## src/hw/rtl/cln_pkg.sv

```systemverilog
package cln_pkg;

  localparam logic [2:0] CMD_INIT  = 3'd0;
  localparam logic [2:0] CMD_BYTE  = 3'd1;
  localparam logic [2:0] CMD_CHAR  = 3'd2;
  localparam logic [2:0] CMD_CLEAR = 3'd3;
  localparam logic [2:0] CMD_HOME  = 3'd4;
  localparam logic [2:0] CMD_GOTO  = 3'd5;

  localparam logic [7:0]  CLEAR_BYTE      = 8'h01;
  localparam logic [7:0]  SETADDR_BYTE    = 8'h80;
  localparam logic [12:0] CLEAR_WAIT_US   = 13'd3000;
  localparam logic [16:0] START_WAIT_US   = 17'd100000;
  localparam logic [4:0]  INIT_LAST_STEP  = 5'd19;

  typedef struct packed {
    logic        is_init;
    logic        rs;
    logic [7:0]  data;
    logic [12:0] wait_after;
  } entry_t;

  typedef struct packed {
    logic        rs;
    logic [3:0]  nibble;
    logic [16:0] wait_before;
    logic [12:0] wait_after;
    logic        last;
  } result_t;

  function automatic logic [7:0] init_byte(input logic [3:0] idx);
    logic [7:0] b;
    case (idx)
      4'd0:    b = 8'h30;
      4'd1:    b = 8'h30;
      4'd2:    b = 8'h30;
      4'd3:    b = 8'h20;
      4'd4:    b = 8'h28;
      4'd5:    b = 8'h08;
      4'd6:    b = 8'h01;
      4'd7:    b = 8'h0C;
      4'd8:    b = 8'h06;
      4'd9:    b = 8'h01;
      default: b = 8'h00;
    endcase
    return b;
  endfunction

  function automatic logic [12:0] init_wait(input logic [3:0] idx);
    logic [12:0] w;
    case (idx)
      4'd0:    w = 13'd5000;
      4'd1:    w = 13'd100;
      4'd2:    w = 13'd100;
      4'd3:    w = 13'd100;
      4'd4:    w = 13'd40;
      4'd6:    w = 13'd3000;
      4'd9:    w = 13'd3000;
      default: w = 13'd0;
    endcase
    return w;
  endfunction

  function automatic logic [7:0] row_base(input logic [1:0] row);
    logic [7:0] b;
    case (row)
      2'd0:    b = 8'h00;
      2'd1:    b = 8'h40;
      2'd2:    b = 8'h14;
      2'd3:    b = 8'h54;
      default: b = 8'h00;
    endcase
    return b;
  endfunction

endpackage

```

## src/hw/rtl/cln_front.sv

```systemverilog
module cln_front (
  input  logic             start,
  input  logic             busy,
  input  logic [2:0]       in_command,
  input  logic [7:0]       in_byte_value,
  input  logic [7:0]       in_column,
  input  logic [1:0]       in_row,
  output logic             push,
  output cln_pkg::entry_t  entry
);
  import cln_pkg::*;

  logic known;

  always_comb begin
    known            = 1'b1;
    entry.is_init    = 1'b0;
    entry.rs         = 1'b0;
    entry.data       = in_byte_value;
    entry.wait_after = '0;
    case (in_command)
      CMD_INIT: begin
        entry.is_init = 1'b1;
      end
      CMD_BYTE: begin
      end
      CMD_CHAR: begin
        entry.rs = 1'b1;
      end
      CMD_CLEAR: begin
        entry.data       = CLEAR_BYTE;
        entry.wait_after = CLEAR_WAIT_US;
      end
      CMD_HOME: begin
        entry.data = SETADDR_BYTE;
      end
      CMD_GOTO: begin
        entry.data = SETADDR_BYTE + row_base(in_row) + in_column;
      end
      default: begin
        known = 1'b0;
      end
    endcase
  end

  assign push = start && !busy && known;

endmodule

```

## src/hw/rtl/cln_queue.sv

```systemverilog
module cln_queue #(
  parameter int DEPTH = 2
) (
  input  logic             clk,
  input  logic             rst_n,
  input  logic             push,
  input  cln_pkg::entry_t  push_entry,
  input  logic             pop,
  output cln_pkg::entry_t  head,
  output logic             empty,
  output logic             full
);
  import cln_pkg::*;

  localparam int PTR_W = $clog2(DEPTH);
  localparam int CNT_W = $clog2(DEPTH + 1);

  entry_t mem [DEPTH];

  logic [PTR_W-1:0] wr_ptr_r, wr_ptr_nxt;
  logic [PTR_W-1:0] rd_ptr_r, rd_ptr_nxt;
  logic [CNT_W-1:0] count_r, count_nxt;

  assign empty = (count_r == '0);
  assign full  = (count_r == CNT_W'(DEPTH));
  assign head  = mem[rd_ptr_r];

  always_comb begin
    wr_ptr_nxt = wr_ptr_r;
    rd_ptr_nxt = rd_ptr_r;
    count_nxt  = count_r;
    if (push) begin
      wr_ptr_nxt = (wr_ptr_r == PTR_W'(DEPTH - 1)) ? '0 : wr_ptr_r + 1'b1;
    end
    if (pop) begin
      rd_ptr_nxt = (rd_ptr_r == PTR_W'(DEPTH - 1)) ? '0 : rd_ptr_r + 1'b1;
    end
    if (push && !pop) begin
      count_nxt = count_r + 1'b1;
    end else if (pop && !push) begin
      count_nxt = count_r - 1'b1;
    end
  end

  always_ff @(posedge clk) begin
    if (!rst_n) begin
      wr_ptr_r <= '0;
      rd_ptr_r <= '0;
      count_r  <= '0;
    end else begin
      wr_ptr_r <= wr_ptr_nxt;
      rd_ptr_r <= rd_ptr_nxt;
      count_r  <= count_nxt;
    end
  end

  always_ff @(posedge clk) begin
    if (push) begin
      mem[wr_ptr_r] <= push_entry;
    end
  end

endmodule

```

## src/hw/rtl/cln_back.sv

```systemverilog
module cln_back (
  input  logic             clk,
  input  logic             rst_n,
  input  cln_pkg::entry_t  head,
  input  logic             empty,
  output logic             pop,
  output logic             strobe,
  output cln_pkg::result_t result
);
  import cln_pkg::*;

  logic       active_r, active_nxt;
  entry_t     entry_r, entry_nxt;
  logic [4:0] step_r, step_nxt;
  logic       strobe_r;
  result_t    result_r, result_nxt;
  logic       done_now;
  logic [7:0] cur_byte;

  assign done_now = active_r && (entry_r.is_init ? (step_r == INIT_LAST_STEP) : step_r[0]);
  assign pop      = !empty && (!active_r || done_now);

  always_comb begin
    cur_byte = entry_r.is_init ? init_byte(step_r[4:1]) : entry_r.data;
    result_nxt.rs          = entry_r.rs;
    result_nxt.nibble      = step_r[0] ? cur_byte[3:0] : cur_byte[7:4];
    result_nxt.wait_before = (entry_r.is_init && step_r == '0) ? START_WAIT_US : '0;
    if (!step_r[0]) begin
      result_nxt.wait_after = '0;
    end else if (entry_r.is_init) begin
      result_nxt.wait_after = init_wait(step_r[4:1]);
    end else begin
      result_nxt.wait_after = entry_r.wait_after;
    end
    result_nxt.last = done_now;
  end

  always_comb begin
    active_nxt = active_r;
    entry_nxt  = entry_r;
    step_nxt   = step_r;
    if (pop) begin
      active_nxt = 1'b1;
      entry_nxt  = head;
      step_nxt   = '0;
    end else if (done_now) begin
      active_nxt = 1'b0;
    end else if (active_r) begin
      step_nxt = step_r + 1'b1;
    end
  end

  always_ff @(posedge clk) begin
    if (!rst_n) begin
      active_r <= 1'b0;
      strobe_r <= 1'b0;
    end else begin
      active_r <= active_nxt;
      strobe_r <= active_r;
    end
  end

  always_ff @(posedge clk) begin
    entry_r  <= entry_nxt;
    step_r   <= step_nxt;
    result_r <= result_nxt;
  end

  assign strobe = strobe_r;
  assign result = result_r;

endmodule

```

## src/hw/rtl/char_lcd_nibble_writer.sv

```systemverilog
// Channel  Handshake            Payload
// in       start / busy         in_command, in_byte_value, in_column, in_row
// out      out_strobe           out_register_select, out_nibble, out_wait_before_us,
//                               out_wait_after_us, out_last
// cfg      cfg_we               cfg_enable_pulse_us
// Each item leaves as nibbles, high nibble first: an init item gives 20 nibbles, every
// other item 2; an unused command code is never queued.
// An item is accepted whenever the queue of QUEUE_DEPTH items has room; busy means full.
// The head item is loaded into the entry and step registers; results are registered.
// Reset is synchronous and active low; the pulse width register resets to 30.
// The receiver cannot stall, so the sequencer never waits on the output side.
module char_lcd_nibble_writer #(
  parameter int QUEUE_DEPTH = 2
) (
  input  logic        clk,
  input  logic        rst_n,
  input  logic        start,
  output logic        busy,
  input  logic [2:0]  in_command,
  input  logic [7:0]  in_byte_value,
  input  logic [7:0]  in_column,
  input  logic [1:0]  in_row,
  output logic        out_strobe,
  output logic        out_register_select,
  output logic [3:0]  out_nibble,
  output logic [16:0] out_wait_before_us,
  output logic [12:0] out_wait_after_us,
  output logic        out_last,
  input  logic        cfg_we,
  input  logic [7:0]  cfg_enable_pulse_us
);
  import cln_pkg::*;

  logic       push;
  logic       pop;
  logic       empty;
  logic       full;
  entry_t     push_entry;
  entry_t     head;
  result_t    result;
  logic [7:0] enable_pulse_r;

  always_ff @(posedge clk) begin
    if (!rst_n) begin
      enable_pulse_r <= 8'd30;
    end else if (cfg_we) begin
      enable_pulse_r <= cfg_enable_pulse_us;
    end
  end

  assign busy = full;

  cln_front u_front (
    .start         (start),
    .busy          (busy),
    .in_command    (in_command),
    .in_byte_value (in_byte_value),
    .in_column     (in_column),
    .in_row        (in_row),
    .push          (push),
    .entry         (push_entry)
  );

  cln_queue #(
    .DEPTH (QUEUE_DEPTH)
  ) u_queue (
    .clk        (clk),
    .rst_n      (rst_n),
    .push       (push),
    .push_entry (push_entry),
    .pop        (pop),
    .head       (head),
    .empty      (empty),
    .full       (full)
  );

  cln_back u_back (
    .clk    (clk),
    .rst_n  (rst_n),
    .head   (head),
    .empty  (empty),
    .pop    (pop),
    .strobe (out_strobe),
    .result (result)
  );

  assign out_register_select = result.rs;
  assign out_nibble          = result.nibble;
  assign out_wait_before_us  = result.wait_before;
  assign out_wait_after_us   = result.wait_after;
  assign out_last            = result.last;

`ifndef NO_ASSERTIONS
  a_start_wait_only_init: assert property (@(posedge clk) disable iff (!rst_n)
    out_strobe && out_wait_before_us != '0 |->
      out_nibble == 4'h3 && !out_register_select && !out_last)
    else $error("start wait on a nibble that is not the first init nibble");

  a_last_has_no_follow_wait: assert property (@(posedge clk) disable iff (!rst_n)
    out_strobe && out_last |=> !(out_strobe && out_wait_before_us == '0 && out_last
      && out_wait_after_us != '0 && out_register_select))
    else $error("character nibble carries a settling wait");

  a_pop_needs_item: assert property (@(posedge clk) disable iff (!rst_n)
    pop |-> !empty)
    else $error("sequencer took an item from an empty queue");

  a_pulse_reg_holds: assert property (@(posedge clk) disable iff (!rst_n)
    !cfg_we |=> $stable(enable_pulse_r))
    else $error("pulse width register changed without a write");
`endif

endmodule

```

## config.mk

```make
export PLATFORM = sky130hd
export DESIGN_NAME = char_lcd_nibble_writer
export DESIGN_NICKNAME = d
export VERILOG_FILES = /design/src/hw/rtl/cln_pkg.sv /design/src/hw/rtl/cln_front.sv /design/src/hw/rtl/cln_queue.sv /design/src/hw/rtl/cln_back.sv /design/src/hw/rtl/char_lcd_nibble_writer.sv
export SDC_FILE = /design/constraint.sdc
export NUM_CORES = 1
export LEC_CHECK = 0
export BUFFER_PORTS_ARGS = -buffer_cell sky130_fd_sc_hd__buf_2
export CAP_MARGIN = 20
export CORE_UTILIZATION = 57
export CTS_CLUSTER_DIAMETER = 150
export CTS_CLUSTER_SIZE = 30
export DETAILED_ROUTE_END_ITERATION = 10
export PLACE_DENSITY = 0.87
export SYNTH_ARGS = -nofsm -noshare
export SYNTH_HDL_FRONTEND = slang
export SYNTH_SLANG_ARGS = --single-unit
```

## constraint.sdc

```tcl
create_clock -name clk -period 6.35 [get_ports clk]
set_input_delay 1.5875 -clock clk [delete_from_list [all_inputs] [get_ports clk]]
set_output_delay 1.5875 -clock clk [all_outputs]
set_load 0.05 [all_outputs]
```

### Yosys cells after proc, flatten, opt, wreduce, memory -nomap -nowiden

Memories as Yosys holds them, arrays and structs flattened. A register that Yosys moved wholly into a read port is not among the register bits.
Index checks and enable logic that the tools add are counted.

| operators by class | value |
|---|---|
| reductions and logical operators | 24 |
| multiplexer cells | 23 |
| bitwise gates (word level) | 1 |
| eq/ne operators | 16 |
| $add $sub $neg | 7 |

Operators by type and width:

| cell | count |
|---|---|
| $pmux W13 S4 | 1 |
| $pmux W8 S4 | 1 |
| $pmux W8 S3 | 1 |
| $mux W17 | 1 |
| $mux W8 | 2 |
| $mux W13 | 1 |
| $mux W12 | 1 |
| $mux W4 | 3 |
| $mux W1 | 10 |
| $add A8 B8 Y8 | 1 |
| $add A8 B8 Y8 const A | 1 |
| $eq A4 B2 Y1 const B | 2 |
| $eq A4 B3 Y1 const B | 2 |
| $logic_and A1 B1 Y1 | 7 |
| $eq A2 B2 Y1 const B | 3 |
| $eq A3 B2 Y1 const B | 2 |
| $eq A3 B3 Y1 const B | 2 |
| $reduce_or A6 Y1 | 1 |
| $add A5 B1 Y5 const B | 1 |
| $eq A5 B5 Y1 const B | 1 |
| $logic_not A1 Y1 | 5 |
| $logic_not A5 Y1 | 1 |
| $eq A4 B1 Y1 const B | 1 |
| $eq A4 B4 Y1 const B | 1 |
| other kinds (15) | 19 |

| storage, ports and cells | value |
|---|---|
| register bits | 60 |
| ROM bits | 96 |
| memories | 2 |
| input port bits | 33 |
| word-level logic and storage cells | 85 |
| RAM bits | 44 |
| output and inout port bits | 38 |

Memories:

| memory | depth | bits a word | rd ports | clocked after Yosys merged registers in | wr ports | line | text |
|---|---|---|---|---|---|---|---|
| (no name shown) | 16 | 6 | 1 | 1 | 0 | cln_pkg.sv:33 | `case (idx)` |
| u_queue.mem | 2 | 22 | 1 | 1 | 1 | cln_queue.sv:18 | `entry_t mem [DEPTH];` |

### Logic depth before layout (Yosys ltp)

Gate-level depths: netlist (run 1).

| depth | value |
|---|---|
| depth in word-level cells | 8 |
| mapped depth | 9 |
| depth with buffers taken out | 9 |

### Modules after synthesis

Synthesis (run 1) repeated with hierarchy kept, for this count alone.

| second synthesis, totals | value |
|---|---|
| cell total of the unflattened synthesis | 337 |
| area total of the unflattened synthesis | 4488.1 sq um |

Modules (own cells, without submodules):

| module | area an instance (sq um) | cells each | instances | sequential area each (sq um) |
|---|---|---|---|---|
| cln_back | 2199.6 | 185 | 1 | 1351.3 |
| cln_queue | 1874.3 | 93 | 1 | 1481.4 |
| cln_front | 414.1 | 59 | 1 | 0.0 |

### Worst setup path before layout (run 1)

OpenSTA, ideal clock, no wires.

| timing | value |
|---|---|
| path type | input to register |
| from | input port in_row[1] |
| to | memory u_queue.mem[0][18] (netlist name) (data pin) |
| slack | 3366 ps |
| arrival time | 2821 ps |
| data required time | 6187 ps |
| stages on the path | 8 |
| cells stage by stage | clkbuf_1 -> ha_1 -> ha_1 -> maj3_1 -> nand2_1 -> xnor2_1 -> nand2_1 -> a31oi_1 |

RTL lines:

| item | line | text |
|---|---|---|
| start: declaration | char_lcd_nibble_writer.sv:22 | `input logic [1:0] in_row,` |
| end: declaration | cln_queue.sv:18 |  |

### Worst setup path in the final report (run 1)

| timing | value |
|---|---|
| from | register u_back.step_r[0] |
| to | register u_queue.count_r[1] |

| on the way | value |
|---|---|
| cells in the longest elaborated chain, start to end | 8 |
| elaborated cells between the ends (all ways) | 10 |
| classes of those cells | eq/ne (1); mux (2); reduce/logical (7) |

Ends and longest elaborated chain:

| item | line | text |
|---|---|---|
| start: declaration | cln_back.sv:14 | `logic [4:0] step_r, step_nxt;` |
| start signal: assignment | cln_back.sv:65 | `step_r <= step_nxt;` |
| $eq A5 B5 Y1 | cln_back.sv:20 | `assign done_now = active_r && (entry_r.is_init ? (step_r == INIT_LAST_STEP) : step_r[0]);` |
| $mux W1 (*) | cln_back.sv:20 |  |
| $logic_and A1 B1 Y1 (*) | cln_back.sv:20 |  |
| $logic_or A1 B1 Y1 (*) | cln_back.sv:21 | `assign pop = !empty && (!active_r \|\| done_now);` |
| $logic_and A1 B1 Y1 (*) | cln_back.sv:21 |  |
| named net pop | char_lcd_nibble_writer.sv:35 | `logic pop;` |
| $logic_not A1 Y1 | cln_queue.sv:38 | `if (push && !pop) begin` |
| $logic_and A1 B1 Y1 | cln_queue.sv:38 |  |
| $mux W2 or $reduce_bool A2 Y1 (tied branches) | - |  |
| end signal: assignment | cln_queue.sv:53 | `count_r <= count_nxt;` |
| end: declaration | cln_queue.sv:22 | `logic [CNT_W-1:0] count_r, count_nxt;` |

The timed path passes the listed nets; every way through them passes the cells marked *.
A chain may end at the register's enable or synchronous reset.

==> impl_results.md, run 1 <==
- Fin crit share: 45.1%
- Post-route ant nets: 0
- Util after Layout: between 60% and 70%
- Critical path peak fanout: 17
- Hold wc startpoint: u_back.entry_r[21]$_DFFE_PP_
- P per Cell Area: 497 mW/mm^2
- Final setup violation count: 0
- CTS tree: done
- Dpl cell area: roughly 0.0031 mm^2
- Clk slew on worst S/H paths: approximately 0.07 ns
- RSZ-0062 raised after global routing: false
- Hold depth: 0
- Number of post-CTS setup repair buffers: 0
- Final instance area: roughly 0.0034 mm^2
- Critical path's top delay family: simple AND/OR/NAND/NOR gates
- Worst path bufs/invs: 1
- Post_cts resized: 0
- Post-synth cell types: 52
- Post-synth top cells: edfxtp_1 (33), dfxtp_1 (30), nand2_1 (30)
- Clk_skew: approximately 0.0060 ns
- Global-route wire length before repair: about 8 mm
- Hpwl dp: 3.31 mm
- Post-synth top area share: 33.7%
- Worst R2R Setup Slack: 3.49 ns
- # clock sinks: 63
- Critical Path Slowest Stage Cell: nor2_2
- Top-count cell post-synth: edfxtp_1
- Fin nets: 341
- Die Ht: 73.8 um
- Total grt overflow: 0
- Register bit total from synthesis: 63
- Overall power: between 1500 and 2000 uW
- Fin Setup TNS: 0 ns
- Number of stages on the worst setup path: 8
- H-Tree Depth: 3
- Worst-skew pair later-pin latency: between 0.3 and 0.4 ns
- CTS buffer count: 9
- Status: finished, final reports clean
- Max Freq: ~350 MHz
- Final Wtd Congestion: about 0.9
- Initial antenna violation count: 0
- Core Region: 0.00485 mm^2
- CTS root buf: clkbuf_8
- Most used cell, CP: ha_1
- CP cell instances: ha_1 -> and4bb_4 -> a211oi_4 -> nor2_2 -> inv_2 -> ha_1 -> or3_1 -> a21boi_1
- Drt first pass iters: 4
- Initial Utilization: 60.6%
- Arrival time at the worst endpoint: roughly 3.1 ns
- Seq/Total Area, Yosys: a little over half
- Mapped Area: 0.00294 mm^2
- Fillers: about 360
- Routed length per instance: ~13 um
- Reg2Reg Depth: 8
- Die width: 73.8 um
- IO Count: between 70 and 80
- Iteration-0 DRC Markers: 116
- Pin count of the biggest net entering global routing: 21
- LEAKAGE: between 0.001 and 0.0015 uW
- Reg-to-reg critical path startpoint: u_back.step_r[0]$_SDFFE_PP0N_
- Slew HR: a little over a third
- Endpoint kind of the worst setup timing path: flip-flop
- # rows: 25
- Layout cells sized above 1: around 28%
- Max Cap Viol: 0
- Routed WL: 4.73 mm
- Syn Inst Count: 265
- Placed instance count: approximately 360
- Syn_area_per_cell: 11.1 um^2
- DRC violations left: 0
- Asr flop ratio synth: 0%
- Clock tree buffer depth: 2
- I/O Buffers: 47
- Dominant cell type by area after synthesis: edfxtp_1
- Synth area leaders: edfxtp_1 (34%), dfxtp_1 (20%), buf_4 (6.1%)
- Max stage delay on crit path: ~0.67 ns
- Synth warn: 0
- Global Route Usage Sum: around 20%
- Worst Hold Endpoint: u_back.result[35]$_DFF_P_
- Post-synth EDFFs: 33
- Fin. max-slew vios: 0
- DIE AREA: roughly 0.0054 mm^2
- DR vias/cell: 5.31
- Worst setup SP type: flip-flop
- Critical Path RT: between 6 and 7 ns
- Crit Reg-Reg Endpoint: u_queue.count_r[1]$_SDFFE_PN0P_
- Worst Hold Class: reg2reg
- Ant. Diodes: 0
- Worst-Margin Slew: slightly below 1 ns
- Main synth FF type: edfxtp_1
- CTS Hold Bufs: 0
- Critical path class: reg2reg
- Synthesis-to-finish area growth: 14.1%
- Vias in the first global route: 1807
- Worst VDD drop: roughly 0.23 mV
- Vias: ~2000
- Shortest period the worst path allows: between 2 and 3 ns
- Endpoints failing hold: 0
- Final Non-Filler Cells: 374
## cells by family after synthesis
family / count (synthesis) / share of synthesized area (%)
other cells: 1 / 0.128
compound gates: 48 / 11.4
buf+inv: 43 / 8.69
simple gates: 78 / 13.2
flops: 63 / 54.2
xor+xnor: 9 / 2.68
fa+ha+maj: 7 / 2.90
mux: 16 / 6.77
## power by group
group          switching, uW  internal (uW)
clock network            149            310
logic                    397            181
registers               80.5            550
total                    627           1040
## worst reg2reg max path, stage by stage, from the launching register on
cell	delay (ns)
dfxtp_1	0.57
ha_1	0.30
and4bb_4	0.29
a211oi_4	0.11
nor2_2	0.67
inv_2	0.05
ha_1	0.34
or3_1	0.36
a21boi_1	0.13
## sequential cells by signal (all words and copies together), names as in the netlist, named ones only
| register | flops |
|---|---|
| u_back.active_r | 1 |
| u_back.entry_r | 11 |
| u_back.result | 13 |
| u_back.step_r | 5 |
| u_back.strobe | 1 |
| u_queue.count_r | 2 |
| u_queue.mem | 22 |
| u_queue.rd_ptr_r | 1 |
| u_queue.wr_ptr_r | 1 |
## how the worst max path moves through the flow
stage,start,end
after floorplan,in_row[1],u_queue.mem[0][18]$_DFFE_PP_
after global placement,in_row[1],u_queue.mem[0][18]$_DFFE_PP_
after detailed placement,in_row[1],u_queue.mem[0][18]$_DFFE_PP_
after CTS,u_back.step_r[0]$_SDFFE_PP0N_,u_queue.count_r[1]$_SDFFE_PN0P_
after global routing,u_back.step_r[0]$_SDFFE_PP0N_,u_queue.count_r[1]$_SDFFE_PN0P_
final,u_back.step_r[0]$_SDFFE_PP0N_,u_queue.count_r[1]$_SDFFE_PN0P_
## area by class of cell
cell class              instances  area [um^2]  area share, %
multi-input cells             172         1140           34.0
repair buffers                 47          235           7.01
inverters                       9         33.8           1.01
well taps                      67         83.8           2.50
flip-flops and latches         63         1590           47.5
clock buffers                  10          138           4.10
clock inverters                 6          131           3.92
## placed cells by master (no fill, tap or decap), types with 7 or more instances in the layout
cell type / synthesis / final
buf_2: 3 / 47
edfxtp_1: 33 / 33
mux2_2: 11 / 11
nor2_1: 15 / 15
dfxtp_1: 30 / 30
conb_1: 1 / 14
o21ai_1: 8 / 8
clkbuf_8: 0 / 10
a21oi_1: 11 / 11
a31oi_1: 7 / 7
nand2_1: 30 / 30
## layer usage
metal	GRT usage, %	vias up	part of all wire, %
met5	0	-	0
met2	34.6	72	51
met3	7.41	5	5.7
li1	-	984	-
met1	22.5	924	43
met4	7.91	0	1.0
## metrics by stage
stage / setup WS [ns] / hold slack (ns)
after global placement: 3.23 / 0.325
after global routing: 3.21 / 0.378
final: 3.49 / 0.372
after CTS: 3.45 / 0.375
after detailed placement: 3.18 / 0.356
after floorplan: 3.37 / 0.323
Note: power is estimated with default switching activity, not from simulation.
==> run 2, diff against run 1 <==
--- a/config.mk
+++ b/config.mk
@@ -5,13 +5,14 @@
 export SDC_FILE = /design/constraint.sdc
 export NUM_CORES = 1
 export LEC_CHECK = 0
+export ABC_AREA = 1
 export BUFFER_PORTS_ARGS = -buffer_cell sky130_fd_sc_hd__buf_2
 export CAP_MARGIN = 20
-export CORE_UTILIZATION = 57
+export CORE_UTILIZATION = 53
 export CTS_CLUSTER_DIAMETER = 150
 export CTS_CLUSTER_SIZE = 30
 export DETAILED_ROUTE_END_ITERATION = 10
-export PLACE_DENSITY = 0.87
+export PLACE_DENSITY = 0.82
 export SYNTH_ARGS = -nofsm -noshare
 export SYNTH_HDL_FRONTEND = slang
 export SYNTH_SLANG_ARGS = --single-unit
==> constraint.sdc (replaced) <==
create_clock -name clk -period 2.79 [get_ports clk]
set_input_delay 0.6975 -clock clk [delete_from_list [all_inputs] [get_ports clk]]
set_output_delay 0.6975 -clock clk [all_outputs]
set_load 0.05 [all_outputs]
==> run 2 against run 1 <==
Critical path depth grew 3; sequential power grew 140%; combinational power grew to 3.1 times the previous value; non-clock buffer count grew 2; fmax grew 27%; clock skew is essentially flat; sequential share of layout area grew 0.48 points; flip-flop and latch count is the same.
==> impl_results.md, run 2 <==
- Worst VDD drop: 0.664 mV (+190%)
- CTS buffer count: 9 (unchanged)
- Mux contribution to synthesized area: 0% (-6.8 points)
- Die width: 76.7 um (+3.9%)
- Synth Area in Compound Gates: 7.91% (-3.5 points)
- Fin. max-slew vios: 0 (unchanged)
- Drt first pass iters: 4 (unchanged)
- Asr flop ratio synth: 0% (unchanged)
- Critical Path RT: 3.02 ns (-3.60 ns)
- Synth area leaders: edfxtp_1 (34%), dfxtp_1 (20%), nand2_1 (10%)
- Clk_skew: 0.00576 ns (-0.000250 ns)
- Syn_area_per_cell: 9.33 um^2 (-16%)
- Xor/xnor share of the synthesized area: 0% (-2.7 points)
- Max Freq: 443 MHz (+27%)
- Vias in the first global route: 2012 (+11%)
- Critical path class: reg2reg
- Initial Utilization: 56.5% (-4.1 points)
- DIE AREA: 0.00588 mm^2 (+8.0%)
- Worst setup SP type: flip-flop
- Global-route wire length before repair: 7.96 mm (+1.5%)
- Max stage delay on crit path: 0.50 ns (-0.17 ns)
- Clock tree buffer depth: 2 (unchanged)
- Post-synth EDFFs: 33 (unchanged)
- CTS tree: done
- IO Count: 71 (unchanged)
- Worst-skew pair later-pin latency: 0.34 ns (about the same)
- Final setup violation count: 0 (unchanged)
- Dominant cell type by area after synthesis: edfxtp_1
- Critical path peak fanout: 11 (-6)
- Number of post-CTS setup repair buffers: 0 (unchanged)
- Arrival time at the worst endpoint: 2.48 ns (-0.65 ns)
- Final Wtd Congestion: 0.824 (-6.4%)
- H-Tree Depth: 3 (unchanged)
- Fillers: 428 (+18%)
- Endpoint kind of the worst setup timing path: flip-flop
- Syn Inst Count: 317 (+20%)
- CP cell instances: ha_1 -> nand2_1 -> clkinv_1 -> nand3_4 -> nand3_4 -> nand2_8 -> ha_1 -> a21oi_1 -> o21ai_0 -> o21ai_0 -> a21oi_1
- Total grt overflow: 0 (unchanged)
- Critical Path Slowest Stage Cell: dfxtp_1
- Commonest non-fill, non-tap cell in the layout: nand2_1
- Vias: 2149 (+8.3%)
- Synth Area in Simple Gates: 23.7% (+10 points)
- Post-synth top area share: 33.5% (-0.21 points)
- Worst Hold Class: reg2reg
- Layout cells sized above 1: 22.7% (-5.7 points)
- RSZ-0062 raised after global routing: false
- Hpwl dp: 3.55 mm (+7.1%)
- DR vias/cell: 4.93 (-7.1%)
- Seq/Total Area, Yosys: 53.8% (-0.34 points)
- CTS Hold Bufs: 0 (unchanged)
- Synth warn: 0 (unchanged)
- Adder-Cell Fraction of Synth Area: 2.54% (-0.36 points)
- Fin nets: 400 (+17%)
- # rows: 26 (+4.0%)
- # clock sinks: 63 (unchanged)
- Commonest cells after routing, fill and taps aside: nand2_1 (81), buf_2 (47), inv_1 (33), edfxtp_1 (33), dfxtp_1 (30)
- Iteration-0 DRC Markers: 74 (-36%)
- Largest family of logic cells by synthesized area: simple AND/OR/NAND/NOR gates
- Endpoints failing hold: 0 (unchanged)
- CTS root buf: clkbuf_8
- Routed WL: 4.73 mm (about the same)
- Fin crit share: 80.9% (+36 points)
- Synthesis-to-finish area growth: 12.3%
- Post-synth top cells: nand2_1 (81), edfxtp_1 (33), inv_1 (33)
- DRC violations left: 0 (unchanged)
- P per Cell Area: 1220 mW/mm^2 (+140%)
- Global Route Usage Sum: 17.9% (-2.2 points)
- Die Ht: 76.7 um (+3.9%)
- Pin count of the biggest net entering global routing: 14 (-33%)
- Max reg flops: 22 (unchanged)
- Max Cap Viol: 0 (unchanged)
- LEAKAGE: 0.00162 uW (+15%)
- Initial antenna violation count: 0 (unchanged)
- Core Region: 0.00524 mm^2 (+8.0%)
- Worst-Margin Slew: 0.510 ns (-0.450 ns)
- Shortest period the worst path allows: 2.26 ns (-0.605 ns)
- Post-route ant nets: 0 (unchanged)
- Post_cts resized: 0 (unchanged)
- Main synth FF type: edfxtp_1
- Setup WS pre-CTS: 0.566 ns (-2.61 ns)
- Slew HR: 65.9% (+30 points)
- Register bit total from synthesis: 63 (unchanged)
- Status: finished, final reports clean
- Routed length per instance: 10.8 um (-14%)
- Fin Setup TNS: 0 ns (unchanged)
- Fin worst setup slack: 0.534 ns (-2.95 ns)
- I/O Buffers: 47 (unchanged)
- Ant. Diodes: 0 (unchanged)
- Top-count cell post-synth: nand2_1
- Mapped Area: 0.00296 mm^2 (+0.64%)
- Post-synth cell types: 31 (-40%)
- Clk slew on worst S/H paths: 0.07 ns (about the same)
- Biggest register: u_queue.mem
[run 2: cell count changes in the layout (fill, tap and decap cells not counted), moves of 7 or more]
cell,delta
nand2_1,+51
inv_1,+27
mux2_2,-11
o21ai_0,+11
nor2_1,+9
a31oi_1,-7
o21ai_1,-7
[run 2: layout make-up]
class	count	area, um^2	area share [%]
sequential	63	1590	47.9
multi-input combinational	201	1060	32.0
timing repair buffer	49	250	7.54
inverter	37	139	4.18
clock buffer	9	124	3.73
tap	70	87.6	2.64
clock inverter	7	63.8	1.92
[run 2: power breakdown]
| part | switching (uW) | internal [uW] | leakage (uW) | total, uW |
|---|---|---|---|---|
| clock | 335 | 403 | 0.0000924 | 738 |
| sequential | 202 | 1330 | 0.000561 | 1530 |
| combinational | 1310 | 463 | 0.000965 | 1770 |
| total | 1840 | 2190 | 0.00162 | 4040 |
[run 2: path summary, 6_finish.rpt]
check / to / cells after the start / slack (ns) / start
worst max-delay path: u_queue.count_r[1]$_SDFFE_PN0P_ / 11 / 0.53 / u_back.step_r[1]$_SDFFE_PP0N_
worst max register to register: u_queue.count_r[1]$_SDFFE_PN0P_ / 11 / 0.53 / u_back.step_r[1]$_SDFFE_PP0N_
worst min register to register: u_back.result[35]$_DFF_P_ / 0 / 0.36 / u_back.entry_r[21]$_DFFE_PP_
worst min-delay path: u_back.result[35]$_DFF_P_ / 0 / 0.36 / u_back.entry_r[21]$_DFFE_PP_
[run 2: metal layers]
layer  share of wire, %  track usage, %  up-vias
met5                  0               0        -
met4                3.7            13.7        0
met3                6.3            5.83       17
met2                 51            31.1       86
met1                 39            17.5      960
li1                   -               -     1086
[run 2: metrics by stage]
| step | instances | utilization (%) | hold slack, ns | power [uW] | instance area [um^2] |
|---|---|---|---|---|---|
| after CTS | 436 | 63.4 | 0.371 | 4060 | 3320 |
| after floorplan | 330 | - | 0.323 | 3060 | 3010 |
| after global placement | 420 | 59.8 | 0.351 | 3260 | 3130 |
| after global routing | 436 | 63.4 | 0.375 | 4300 | 3320 |
| after detailed placement | 420 | 59.8 | 0.351 | 3320 | 3130 |
| final | 436 | 63.4 | 0.360 | 4040 | 3320 |
[run 2: cell families after synthesis]
family                   Yosys count
AND/OR/NAND/NOR                  140
buffers and inverters             66
flip-flops                        63
AO/OA/AOI/OAI                     41
adder cells (fa/ha/maj)            6
other                              1
[run 2: critical path: cells and delay by family, from the launching register on]
family | cells | cell delay, ns
compound gates | 4 | 0.46
simple gates | 4 | 0.47
buf+inv | 1 | 0.08
fa+ha+maj | 2 | 0.62
flops | 1 | 0.50
